## config.mk

```make
export PLATFORM = sky130hd
export DESIGN_NAME = tcw_ctrl
export DESIGN_NICKNAME = d
export VERILOG_FILES = /design/src/tcw_pkg.sv /design/src/tcw_ctrl.sv
export SDC_FILE = /design/constraint.sdc
export NUM_CORES = 1
export LEC_CHECK = 0
export BUFFER_PORTS_ARGS = -buffer_cell sky130_fd_sc_hd__buf_4
export CAP_MARGIN = 10
export CELL_PAD_IN_SITES_DETAIL_PLACEMENT = 1
export CELL_PAD_IN_SITES_GLOBAL_PLACEMENT = 1
export CORE_AREA = 2 2 39 41
export DETAILED_ROUTE_END_ITERATION = 7
export DIE_AREA = 0 0 41 43
export PLACE_DENSITY = 0.58
export SLEW_MARGIN = 20
export SYNTH_ARGS = -nofsm -noshare
export SYNTH_HDL_FRONTEND = slang
export SYNTH_SLANG_ARGS = --single-unit
```

## constraint.sdc

```tcl
create_clock -name clk_i -period 1.65 [get_ports clk_i]
set_clock_uncertainty 0.2 [all_clocks]
set_input_delay 0.33 -clock clk_i [delete_from_list [all_inputs] [get_ports clk_i]]
set_output_delay 0.33 -clock clk_i [all_outputs]
set_load 0.1 [all_outputs]
```

## src/tcw_pkg.sv

```systemverilog
package tcw_pkg;

  localparam int unsigned DEF_SCREEN_WIDTH  = 80;
  localparam int unsigned DEF_SCREEN_HEIGHT = 25;
  localparam int unsigned DEF_TAB_STEP      = 4;

  localparam int unsigned CHAR_W      = 8;
  localparam int unsigned COLOR_W     = 8;
  localparam int unsigned COL_FIELD_W = 7;
  localparam int unsigned ROW_FIELD_W = 5;
  localparam int unsigned CELL_W      = 16;

  localparam int unsigned S_TDATA_W = 24;
  localparam int unsigned S_USED_W  = CHAR_W + COL_FIELD_W + ROW_FIELD_W;
  localparam int unsigned M_TDATA_W = 32;
  localparam int unsigned M_USED_W  = COL_FIELD_W + ROW_FIELD_W + CELL_W + 1;
  localparam int unsigned M_PAD_W   = M_TDATA_W - M_USED_W;

  localparam logic [CHAR_W-1:0] CH_BACKSPACE = 8'd8;
  localparam logic [CHAR_W-1:0] CH_TAB       = 8'd9;
  localparam logic [CHAR_W-1:0] CH_NEWLINE   = 8'd10;
  localparam logic [CHAR_W-1:0] CH_RETURN    = 8'd13;
  localparam logic [CHAR_W-1:0] CH_SPACE     = 8'd32;

  localparam logic [COLOR_W-1:0] RESET_COLOR = 8'h07;
  localparam logic [CELL_W-1:0]  RESET_CELL  = 16'h0720;

  localparam logic FUNC_PUT  = 1'b0;
  localparam logic FUNC_READ = 1'b1;

  typedef enum logic [2:0] {
    ST_CLEAR,
    ST_IDLE,
    ST_EXEC,
    ST_BLANK,
    ST_DONE
  } tcw_state_e;

  typedef struct packed {
    logic capture;
    logic clear_step;
    logic exec;
    logic blank_step;
    logic load_out;
  } tcw_cmd_t;

  typedef struct packed {
    logic clear_last;
    logic scroll;
    logic blank_last;
    logic out_free;
  } tcw_sts_t;

endpackage

```

## src/tcw_ctrl.sv

```systemverilog
module tcw_ctrl
  import tcw_pkg::*;
(
  input  logic     clk_i,
  input  logic     rst_ni,
  input  logic     s_tvalid_i,
  output logic     s_tready_o,
  input  tcw_sts_t sts_i,
  output tcw_cmd_t cmd_o
);

  tcw_state_e state_q, state_d;

  always_ff @(posedge clk_i or negedge rst_ni) begin
    if (!rst_ni) begin
      state_q <= ST_CLEAR;
    end else begin
      state_q <= state_d;
    end
  end

  always_comb begin
    state_d = state_q;
    unique case (state_q)
      ST_CLEAR: begin
        if (sts_i.clear_last) state_d = ST_IDLE;
      end
      ST_IDLE: begin
        if (s_tvalid_i) state_d = ST_EXEC;
      end
      ST_EXEC: begin
        state_d = sts_i.scroll ? ST_BLANK : ST_DONE;
      end
      ST_BLANK: begin
        if (sts_i.blank_last) state_d = ST_DONE;
      end
      ST_DONE: begin
        if (sts_i.out_free) state_d = ST_IDLE;
      end
      default: state_d = ST_CLEAR;
    endcase
  end

  always_comb begin
    cmd_o      = '0;
    s_tready_o = 1'b0;
    unique case (state_q)
      ST_CLEAR: cmd_o.clear_step = 1'b1;
      ST_IDLE: begin
        s_tready_o    = 1'b1;
        cmd_o.capture = s_tvalid_i;
      end
      ST_EXEC:  cmd_o.exec = 1'b1;
      ST_BLANK: cmd_o.blank_step = 1'b1;
      ST_DONE:  cmd_o.load_out = sts_i.out_free;
      default: begin
        cmd_o      = '0;
        s_tready_o = 1'b0;
      end
    endcase
  end

endmodule

```

==> metrics.md, run 1 <==
| Metric | Value |
|---|---|
| Die X | 41 um |
| GRT Total Usage | 14.5% |
| H-tree depth | 1 |
| Biggest register | state_q |
| FMAX | 0.565 GHz |
| Initial antenna violation count | 0 |
| Die ar. | 0.00176 mm^2 |
| Crit-path slowest cell | dfrtp_2 |
| Post-Route Utilization | 41.4% |
| Worst slew pin tran | 211 ps |
| I/O Pins | 13 |
| Final wirelength | 849 um |
| RD Place Congestion | 0.727 |
| # diodes | 0 |
| Synth warn | 0 |
| Worst Hold Class | primary input to flip-flop |
| R2r setup slk | 50 ps |
| Hold Violations, Final | 0 |
| Clock Pin Slew Worst Setup and Hold Paths | 40 ps |
| Arrival @ worst endpoint | 1240 ps |
| Vias post-DR | 283 |
| DR vias/cell | 4.35 |
| Startpoint Class | flip-flop |
| Final setup fails | 6 |
| Most frequent cells in the layout | buf_4, buf_12, buf_6 |
| Top-area cell type share of the netlist area | 35.5% |
| Hold depth | 2 |
| Syn_nets | 33 |
| Unrepaired setup endpoints after global routing | true |
| CTS tree | yes |
| Number of global-route vias before repair | 344 |
| Max cap viols | 0 |
| CTS Sinks | 3 |
| Bufs and invs on worst path | 2 |
| Starting Density | 15.3% |
| Worst-Skew Late Latency | 240 ps |
| Library cells used by synthesis | 15 |
| Flops & latches, synth | 3 |
| Synth area leaders | dfrtp_1, mux4_2, nor3_1 |
| Fill cells | 159 |
| Final worst slack | -120 ps |
| Final layout net count | 57 |
| GRT Residual Overflow | 0 |
| Registers with the most flip-flops | state_q: 3 flops |
| Iteration-0 DRC Markers | 1 |
| Max clock buf depth | 2 |
| Slew Limit Fails | 0 |
| Root Buffer | clkbuf_4 |
| Max-slew headroom at the worst pin | 85.9% |
| Max reg flops | 3 |
| CP Class | flip-flop to output pin |
| Residual DRC | 0 |
| Mapped Area | 211 um^2 |
| Mean routed wirelength per cell | 13.1 um |
| Die height | 43 um |
| Post-synth top area cell | dfrtp_1 |
| Core area | 0.00138 mm^2 |
| Mapped Cells | 26 |
| WHS Endpoint | state_q[2] |
| Num CTS Buffers | 3 |
| # port buffers | 12 |
| CP endpoint kind | output pin |
| TritonRoute pass-1 iters | 2 |
| Crit-path max cell delay | 450 ps |
| Crit Path Max Fanout | 6 |
| Layout cells sized above 1 | 75.5% |
| Pin count of the biggest net entering global routing | 7 |
| WP data required | 1120 ps |
| Worst-path cell chain | buf_6 -> nor3_4 -> buf_12 |
| Global-route wire length before repair | 1570 um |
| Reg2reg path depth | 3 |
| Worst reg2reg path startpoint | state_q[0] |
| Syn-to-layout area delta | 171% |
| Commonest non-fill, non-tap cell in the layout | buf_4 |
| Syn_area_per_cell | 8.13 um^2 |
| Worst Hold Launch | sts_i[0] |
| Crit Reg-Reg Endpoint | state_q[0] |
| Fin crit share | 107% |
| Cell family with most CP delay | flip-flops |
| Status | complete, but fails checks |
| Post-DP HPWL | 567 um |
| FP Rows | 14 |
| ANT nets after route | 0 |
| Failing checks | negative setup slack |
| Seq/Total Area, Yosys | 35.5% |
| Minimum clock period | 1770 ps |
through the flow:
step / std cells / hold WS, ps / setup TNS, ps / setup WS [ps] / area, um^2
6_report: 65 / 97.8 / -507 / -120 / 573
5_1_grt: 65 / 91.9 / -813 / -157 / 573
4_1_cts: 65 / 103 / -477 / -105 / 561
3_5_place_dp: 57 / -79.9 / 0 / 4.96 / 412
3_3_place_gp: 57 / -80.4 / 0 / 37.8 / 412
2_1_floorplan: 26 / -166 / -589 / -197 / 283
repair_timing:
action / CTS / global route
endpoints found under the hold margin: 3 / 0
pin swaps: 3 / 3
hold buffers: 1 / 0
endpoints found under the setup margin: 6 / 6
gates resized for setup: 23 / 3
buffers inserted: 3 / 0
cells by family (layout without fill, tap and decap cells):
group / Yosys count / after routing / share of synthesized area [%]
multiplexers: 1 / 1 / 10.7
AO/OA/AOI/OAI: 4 / 4 / 11.2
AND/OR/NAND/NOR: 14 / 14 / 32.0
buffers and inverters: 4 / 27 / 10.7
flip-flops: 3 / 3 / 35.5
layer usage:
layer,wire (um),up-vias,track usage (%)
met5,0,-,0
met4,47,0,15.3
met3,37,5,4.71
met2,469,12,21.3
met1,295,133,14.3
li1,-,133,-
how the worst max path moves through the flow:
stage	startpoint	end	cells after the start
after CTS	state_q[2]	s_tready_o	3
final	state_q[2]	s_tready_o	3
after global routing	state_q[2]	s_tready_o	3
after floorplan	state_q[0]	cmd_o[4]	3
after detailed placement	state_q[0]	cmd_o[0]	3
after global placement	state_q[0]	cmd_o[0]	3
final cells by class:
cell class	count	area [um^2]	share of cell area (%)
tap	16	20.0	3.49
sequential	3	78.8	13.8
multi-input combinational	19	190	33.2
clock buffer	4	26.3	4.59
inverter	3	11.3	1.97
timing repair buffer	20	246	43.0
worst register-to-register path: cells and delay by family, from the launching register on:
kind            cells  cell delay [ps]
compound gates      1              160
mux                 1              520
flops               1              480
buf+inv             1              160
cells in the mapped netlist (all sizes together):
cell    number
a21oi        2
and3         1
buf          1
dfrtp        3
inv          3
mux4         1
nand2        3
nand2b       1
nand3b       1
nor2         4
nor3         3
o21bai       1
o22ai        1
or2          1
Power of run 1 is not shown: default switching activity piles up to over one toggle a cycle in this logic, so the estimate is an artifact.
==> run 2: changes to the inputs <==
--- a/config.mk
+++ b/config.mk
@@ -5,6 +5,7 @@
 export SDC_FILE = /design/constraint.sdc
 export NUM_CORES = 1
 export LEC_CHECK = 0
+export ABC_AREA = 1
 export BUFFER_PORTS_ARGS = -buffer_cell sky130_fd_sc_hd__buf_4
 export CAP_MARGIN = 10
 export CELL_PAD_IN_SITES_DETAIL_PLACEMENT = 1
@@ -12,7 +13,7 @@
 export CORE_AREA = 2 2 39 41
 export DETAILED_ROUTE_END_ITERATION = 7
 export DIE_AREA = 0 0 41 43
-export PLACE_DENSITY = 0.58
+export PLACE_DENSITY = 0.63
 export SLEW_MARGIN = 20
 export SYNTH_ARGS = -nofsm -noshare
 export SYNTH_HDL_FRONTEND = slang
==> run 2 against run 1 <==
The run still ends with negative setup slack left. Clock-buffer cell count stayed put. Synthesized area increased by 8.9%. Via count is 13% higher. Sequential share of layout area fell by 0.32 points. Register-to-register slack better by 140 ps. Utilization rose by 0.99 points. Wire length is 4.4% lower. Critical path type unchanged. Critical endpoint is now cmd_o[0]. Largest cell class unchanged.
==> metrics.md, run 2 <==
| Metric | Value |
|---|---|
| Fill cells | 166 |
| Num CTS Buffers | 3 |
| Die ar. | 0.00176 mm^2 |
| TritonRoute pass-1 iters | 3 |
| Hold Violations, Final | 0 |
| Startpoint Class | flip-flop |
| H-tree depth | 1 |
| ANT nets after route | 0 |
| Iteration-0 DRC Markers | 2 |
| Commonest non-fill, non-tap cell in the layout | buf_4 |
| WP data required | 1120 ps |
| Top-area cell type share of the netlist area | 32.6% |
| Worst slew pin tran | 176 ps |
| Worst Hold Class | primary input to flip-flop |
| GRT Total Usage | 11.8% |
| Dpl cell area | 414 um^2 |
| Post-synth top area cell | dfrtp_1 |
| CTS tree | yes |
| Max cap viols | 0 |
| Syn_nets | 46 |
| Biggest register | state_q |
| Seq/Total Area, Yosys | 32.6% |
| Share of flip-flops with an asynchronous set or reset | 100% |
| Post-synth top flop | dfrtp_1 |
| Clock Pin Slew Worst Setup and Hold Paths | 40 ps |
| Mapped Area | 230 um^2 |
| Synth area leaders | dfrtp_1, nand2_1, inv_1 |
| Syn-to-layout area delta | 155% |
| Core area | 0.00138 mm^2 |
| Slew Limit Fails | 0 |
| CP Class | flip-flop to output pin |
| Syn_area_per_cell | 5.90 um^2 |
| Fin crit share | 107% |
| Number of global-route vias before repair | 358 |
| Starting Density | 16.6% |
| Top cells by count, synth | nand2_1, inv_1, nor2_1 |
| Die height | 43 um |
| Pin count of the biggest net entering global routing | 6 |
| Top-count cell post-synth | nand2_1 |
| GRT Residual Overflow | 0 |
| Final layout net count | 71 |
| Registers with the most flip-flops | state_q: 3 flops |
| Max clock buf depth | 2 |
| Mean routed wirelength per cell | 10.3 um |
| Final wirelength | 812 um |
| FP Rows | 14 |
| Global-route wire length before repair | 1330 um |
| Residual DRC | 0 |
| Crit Path Max Fanout | 4 |
| RD Place Congestion | 0.744 |
| Library cells used by synthesis | 11 |
| Root Buffer | clkbuf_4 |
| Max-slew headroom at the worst pin | 88.2% |
| CP endpoint kind | output pin |
| Number of synthesized flops with an enable pin | 0 |
| # port buffers | 12 |
| Vias post-DR | 320 |
| Final worst slack | -118 ps |
| # diodes | 0 |
| I/O Pins | 13 |
| Final setup fails | 6 |
| Initial antenna violation count | 0 |
| FMAX | 0.566 GHz |
| Worst-Skew Late Latency | 240 ps |
| Final instance area | 587 um^2 |
| Failing checks | negative setup slack |
| Status | complete, but fails checks |
| DR vias/cell | 4.05 |
| Layout cells sized above 1 | 65.1% |
| Max reg flops | 3 |
| Minimum clock period | 1770 ps |
| Unrepaired setup endpoints after global routing | true |
| CTS Sinks | 3 |
| Flops & latches, synth | 3 |
| Hold depth | 4 |
| Mapped Cells | 39 |
| Post-DP HPWL | 602 um |
| Most frequent cells in the layout | buf_4, nand2_1, nor2_4, buf_12, inv_1 |
| Die X | 41 um |
| Reg2reg path depth | 8 |
| Synth warn | 0 |
| Arrival @ worst endpoint | 1240 ps |
-- run 2: cell types whose count changed in the layout (fill, tap and decap cells not counted), sizes merged, moves of 2 or more --
cell and delta:
nor3 -2, nand3 +3, inv +3, nor2 +3, nand2 +12
-- run 2: logic make-up (layout without fill, tap and decap cells) --
| kind of cell | Yosys count | in the layout | share of synthesized area (%) |
|---|---|---|---|
| AND/OR/NAND/NOR | 26 | 26 | 50.0 |
| buffers and inverters | 8 | 32 | 13.0 |
| AO/OA/AOI/OAI | 2 | 2 | 4.34 |
| flip-flops | 3 | 3 | 32.6 |
-- run 2: worst max-delay path, stage by stage (launching register included) --
cell     delay [ps]
dfrtp_2         450
nor2_4          140
inv_2            70
nor3_4          150
buf_12          200
-- run 2: path summary, 6_finish.rpt --
| path | endpoint | slack, ps | start |
|---|---|---|---|
| worst max-delay path | cmd_o[0] | -120 | state_q[1] |
| worst min-delay path | state_q[2] | 170 | sts_i[2] |
| worst max register to register | state_q[0] | 190 | state_q[1] |
| worst min register to register | state_q[1] | 460 | state_q[2] |
| max in group asynchronous | state_q[0] | 930 | rst_ni |
| min in group asynchronous | state_q[2] | 210 | rst_ni |
-- run 2: metal layers --
| metal | GRT usage [%] | part of all wire (%) | routed length (um) | vias up |
|---|---|---|---|---|
| met5 | 0 | 0 | 0 | - |
| met4 | 8.00 | 1.7 | 14 | 0 |
| met3 | 4.71 | 5.2 | 42 | 2 |
| met2 | 19.4 | 58 | 472 | 8 |
| met1 | 11.0 | 35 | 283 | 147 |
| li1 | - | - | - | 163 |
-- run 2: what timing repair did --
item,in CTS,in global routing
resized for setup,20,8
pin swaps,4,2
setup buffers,4,0
setup endpoints to repair,6,6
endpoints found under the hold margin,3,0
gates cloned,0,0
hold buffers,1,0
-- run 2: per-stage QoR --
stage | TNS, ps | hold slack, ps | setup slack (ps) | utilization, % | instances
3_5_place_dp | 0 | -79.7 | 36.2 | 29.9 | 70
6_report | -404 | 170 | -118 | 42.4 | 79
3_3_place_gp | 0 | -78.7 | 58.5 | 29.9 | 70
2_1_floorplan | -515 | -166 | -264 | - | 39
5_1_grt | -722 | 189 | -173 | 42.4 | 79
4_1_cts | -511 | 175 | -122 | 40.7 | 79
-- run 2: area by class of cell --
class | count | area (um^2) | share of cell area [%]
inverter | 8 | 38.8 | 6.61
tap | 16 | 20.0 | 3.41
sequential | 3 | 78.8 | 13.4
timing repair buffer | 20 | 231 | 39.4
multi-input combinational | 28 | 191 | 32.6
clock buffer | 4 | 26.3 | 4.48
Power of run 2 is left out for the same reason.
==> run 3: changes to the inputs <==
--- a/config.mk
+++ b/config.mk
@@ -7,7 +7,6 @@
 export LEC_CHECK = 0
 export ABC_AREA = 1
 export BUFFER_PORTS_ARGS = -buffer_cell sky130_fd_sc_hd__buf_4
-export CAP_MARGIN = 10
 export CELL_PAD_IN_SITES_DETAIL_PLACEMENT = 1
 export CELL_PAD_IN_SITES_GLOBAL_PLACEMENT = 1
 export CORE_AREA = 2 2 39 41
==> constraint.sdc (replaced) <==
create_clock -name clk_i -period 1.65 [get_ports clk_i]
set_clock_uncertainty 0.2 [all_clocks]
set_input_delay 0.33 -clock clk_i [delete_from_list [all_inputs] [get_ports clk_i]]
set_output_delay 0.33 -clock clk_i [all_outputs]
set_load 0.05 [all_outputs]
==> run 3 against run 2 <==
The run still ends with negative setup slack left. Critical path depth stayed put. Critical path type unchanged. Final area is 14% lower. Flip-flop and latch count stayed put. Largest cell class unchanged. Register-to-register slack hardly changed. Hold slack better by 5.2 ps.
==> metrics.md, run 3 (synthesized netlist as in run 2, its figures left out) <==
| Metric | Value |
|---|---|
| Status | complete, but fails checks |
| Failing checks | negative setup slack |
| Worst reg2reg path startpoint | state_q[0] |
| Dpl cell area | 350 um^2 |
| RD Place Congestion | 0.710 |
| Worst-Skew Late Latency | 230 ps |
| Max clock buf depth | 2 |
| Final worst slack | -38.9 ps |
| Worst setup endpoint | cmd_o[0] |
| Worst-path cell chain | nor2_4 -> inv_2 -> nor3_2 -> buf_6 |
| Dpl ws | 74.7 ps |
| Residual DRC | 0 |
| DR vias/cell | 4.10 |
| Crit-path max cell delay | 440 ps |
| Initial antenna violation count | 0 |
| Unrepaired setup endpoints after global routing | true |
| Final wirelength | 818 um |
| Hold Violations, Final | 0 |
| Clock Pin Slew Worst Setup and Hold Paths | 40 ps |
| WP data required | 1120 ps |
| Post-DP HPWL | 565 um |
| R2r setup slk | 200 ps |
| Reg2reg path depth | 8 |
| Biggest register | state_q |
| # port buffers | 12 |
| Startpoint Class | flip-flop |
| Slew Limit Fails | 0 |
| Global-route wire length before repair | 1370 um |
| Crit Reg-Reg Endpoint | state_q[1] |
| Fin crit share | 102% |
| Crit Path Max Fanout | 4 |
| Bufs and invs on worst path | 2 |
| TritonRoute pass-1 iters | 2 |
| CP endpoint kind | output pin |
| # diodes | 0 |
| Syn-to-layout area delta | 118% |
| Starting Density | 16.6% |
| Root Buffer | clkbuf_4 |
| Worst slew pin tran | 151 ps |
| Minimum clock period | 1690 ps |
| Crit-path slowest cell | dfrtp_2 |
| Num CTS Buffers | 3 |
| Die X | 41 um |
| FMAX | 0.592 GHz |
| Most frequent cells in the layout | buf_4, nand2_1, buf_6 |
| CP Class | flip-flop to output pin |
| Die height | 43 um |
| Max cap viols | 0 |
| Final setup fails | 3 |
| GRT Total Usage | 11.7% |
| Worst ir drop on vdd | 0.000826 V |
| Vias post-DR | 332 |
| Mean routed wirelength per cell | 10.1 um |
| I/O Pins | 13 |
| Die ar. | 0.00176 mm^2 |
| Cell family with most CP delay | flip-flops |
| GRT Residual Overflow | 0 |
| Levels on crit path | 4 |
| Worst setup startpoint | state_q[0] |
| Layout cells sized above 1 | 61.5% |
| Final layout net count | 73 |
| Fill cells | 183 |
| Pwr Density | 2350 mW/mm^2 |
| H-tree depth | 1 |
| Pin count of the biggest net entering global routing | 6 |
| Arrival @ worst endpoint | 1160 ps |
| FP Rows | 14 |
| ANT nets after route | 0 |
| Core area | 0.00138 mm^2 |
| Commonest non-fill, non-tap cell in the layout | buf_4 |
| Number of global-route vias before repair | 372 |
| Worst Hold Class | primary input to flip-flop |
| LEAKAGE | 0.281 nW |
| CTS Sinks | 3 |
| Registers with the most flip-flops | state_q: 3 flops |
| Final instance area | 502 um^2 |
| Max-slew headroom at the worst pin | 89.9% |
| CTS tree | yes |
| Max reg flops | 3 |
| Iteration-0 DRC Markers | 1 |
## run 3: how the worst min path moves through the flow
stage                  start    endpoint  cells past startpoint
floorplan             rst_ni  state_q[0]                      0
global placement      rst_ni  state_q[2]                      1
finish              sts_i[1]  state_q[1]                      4
detailed placement    rst_ni  state_q[2]                      1
global route        sts_i[1]  state_q[1]                      4
CTS                 sts_i[1]  state_q[1]                      4
## run 3: layout make-up
cell class	instances	area [um^2]	area share (%)
clock buffer	4	26.3	5.24
timing repair buffer	22	190	37.9
inverter	8	30.0	5.99
multi-input combinational	28	158	31.4
tap	16	20.0	3.99
sequential	3	77.6	15.5
## run 3: repair_timing
item	4_1_cts	5_1_grt
pin swaps	5	4
cloned	0	0
hold buffers	1	0
setup endpoints to repair	6	6
resized for setup	15	1
buffers inserted	7	2
endpoints found under the hold margin	3	0
## run 3: power by group
group | total, W | switching [W] | internal [W]
clock network | 0.000128 | 0.0000372 | 0.0000906
logic | 0.000884 | 0.000514 | 0.000370
registers | 0.000169 | 0.0000553 | 0.000114
total | 0.00118 | 0.000606 | 0.000574
## run 3: worst reg2reg max path, stage by stage (launching register included)
cell and delay (ps):
dfrtp_2 440, nor2_4 130, buf_4 110, buf_4 90, nand3_1 80, nand2_1 120, nor2_2 60, nand2_1 60
nand2_1 50
## run 3: routing by layer
layer / vias to the layer above / GRT usage [%] / wire length, um
met1: 152 / 11.3 / 277
met5: - / 0 / 0
met4: 0 / 8.00 / 14
met2: 11 / 20.3 / 476
met3: 2 / 2.09 / 50
li1: 167 / - / -
## run 3: metrics by stage
step	hold WS (ps)	total power, W	util, %	instances	setup TNS (ps)
2_1_floorplan	-166	0.000604	-	39	-140
3_5_place_dp	-77.8	0.000775	25.3	67	0
3_3_place_gp	-78.5	0.000766	25.3	67	0
5_1_grt	199	0.00127	36.3	81	-440
4_1_cts	154	0.00114	34.8	79	-209
6_report	175	0.00118	36.3	81	-75.5
No activity file was read; power rests on OpenSTA's default activity.
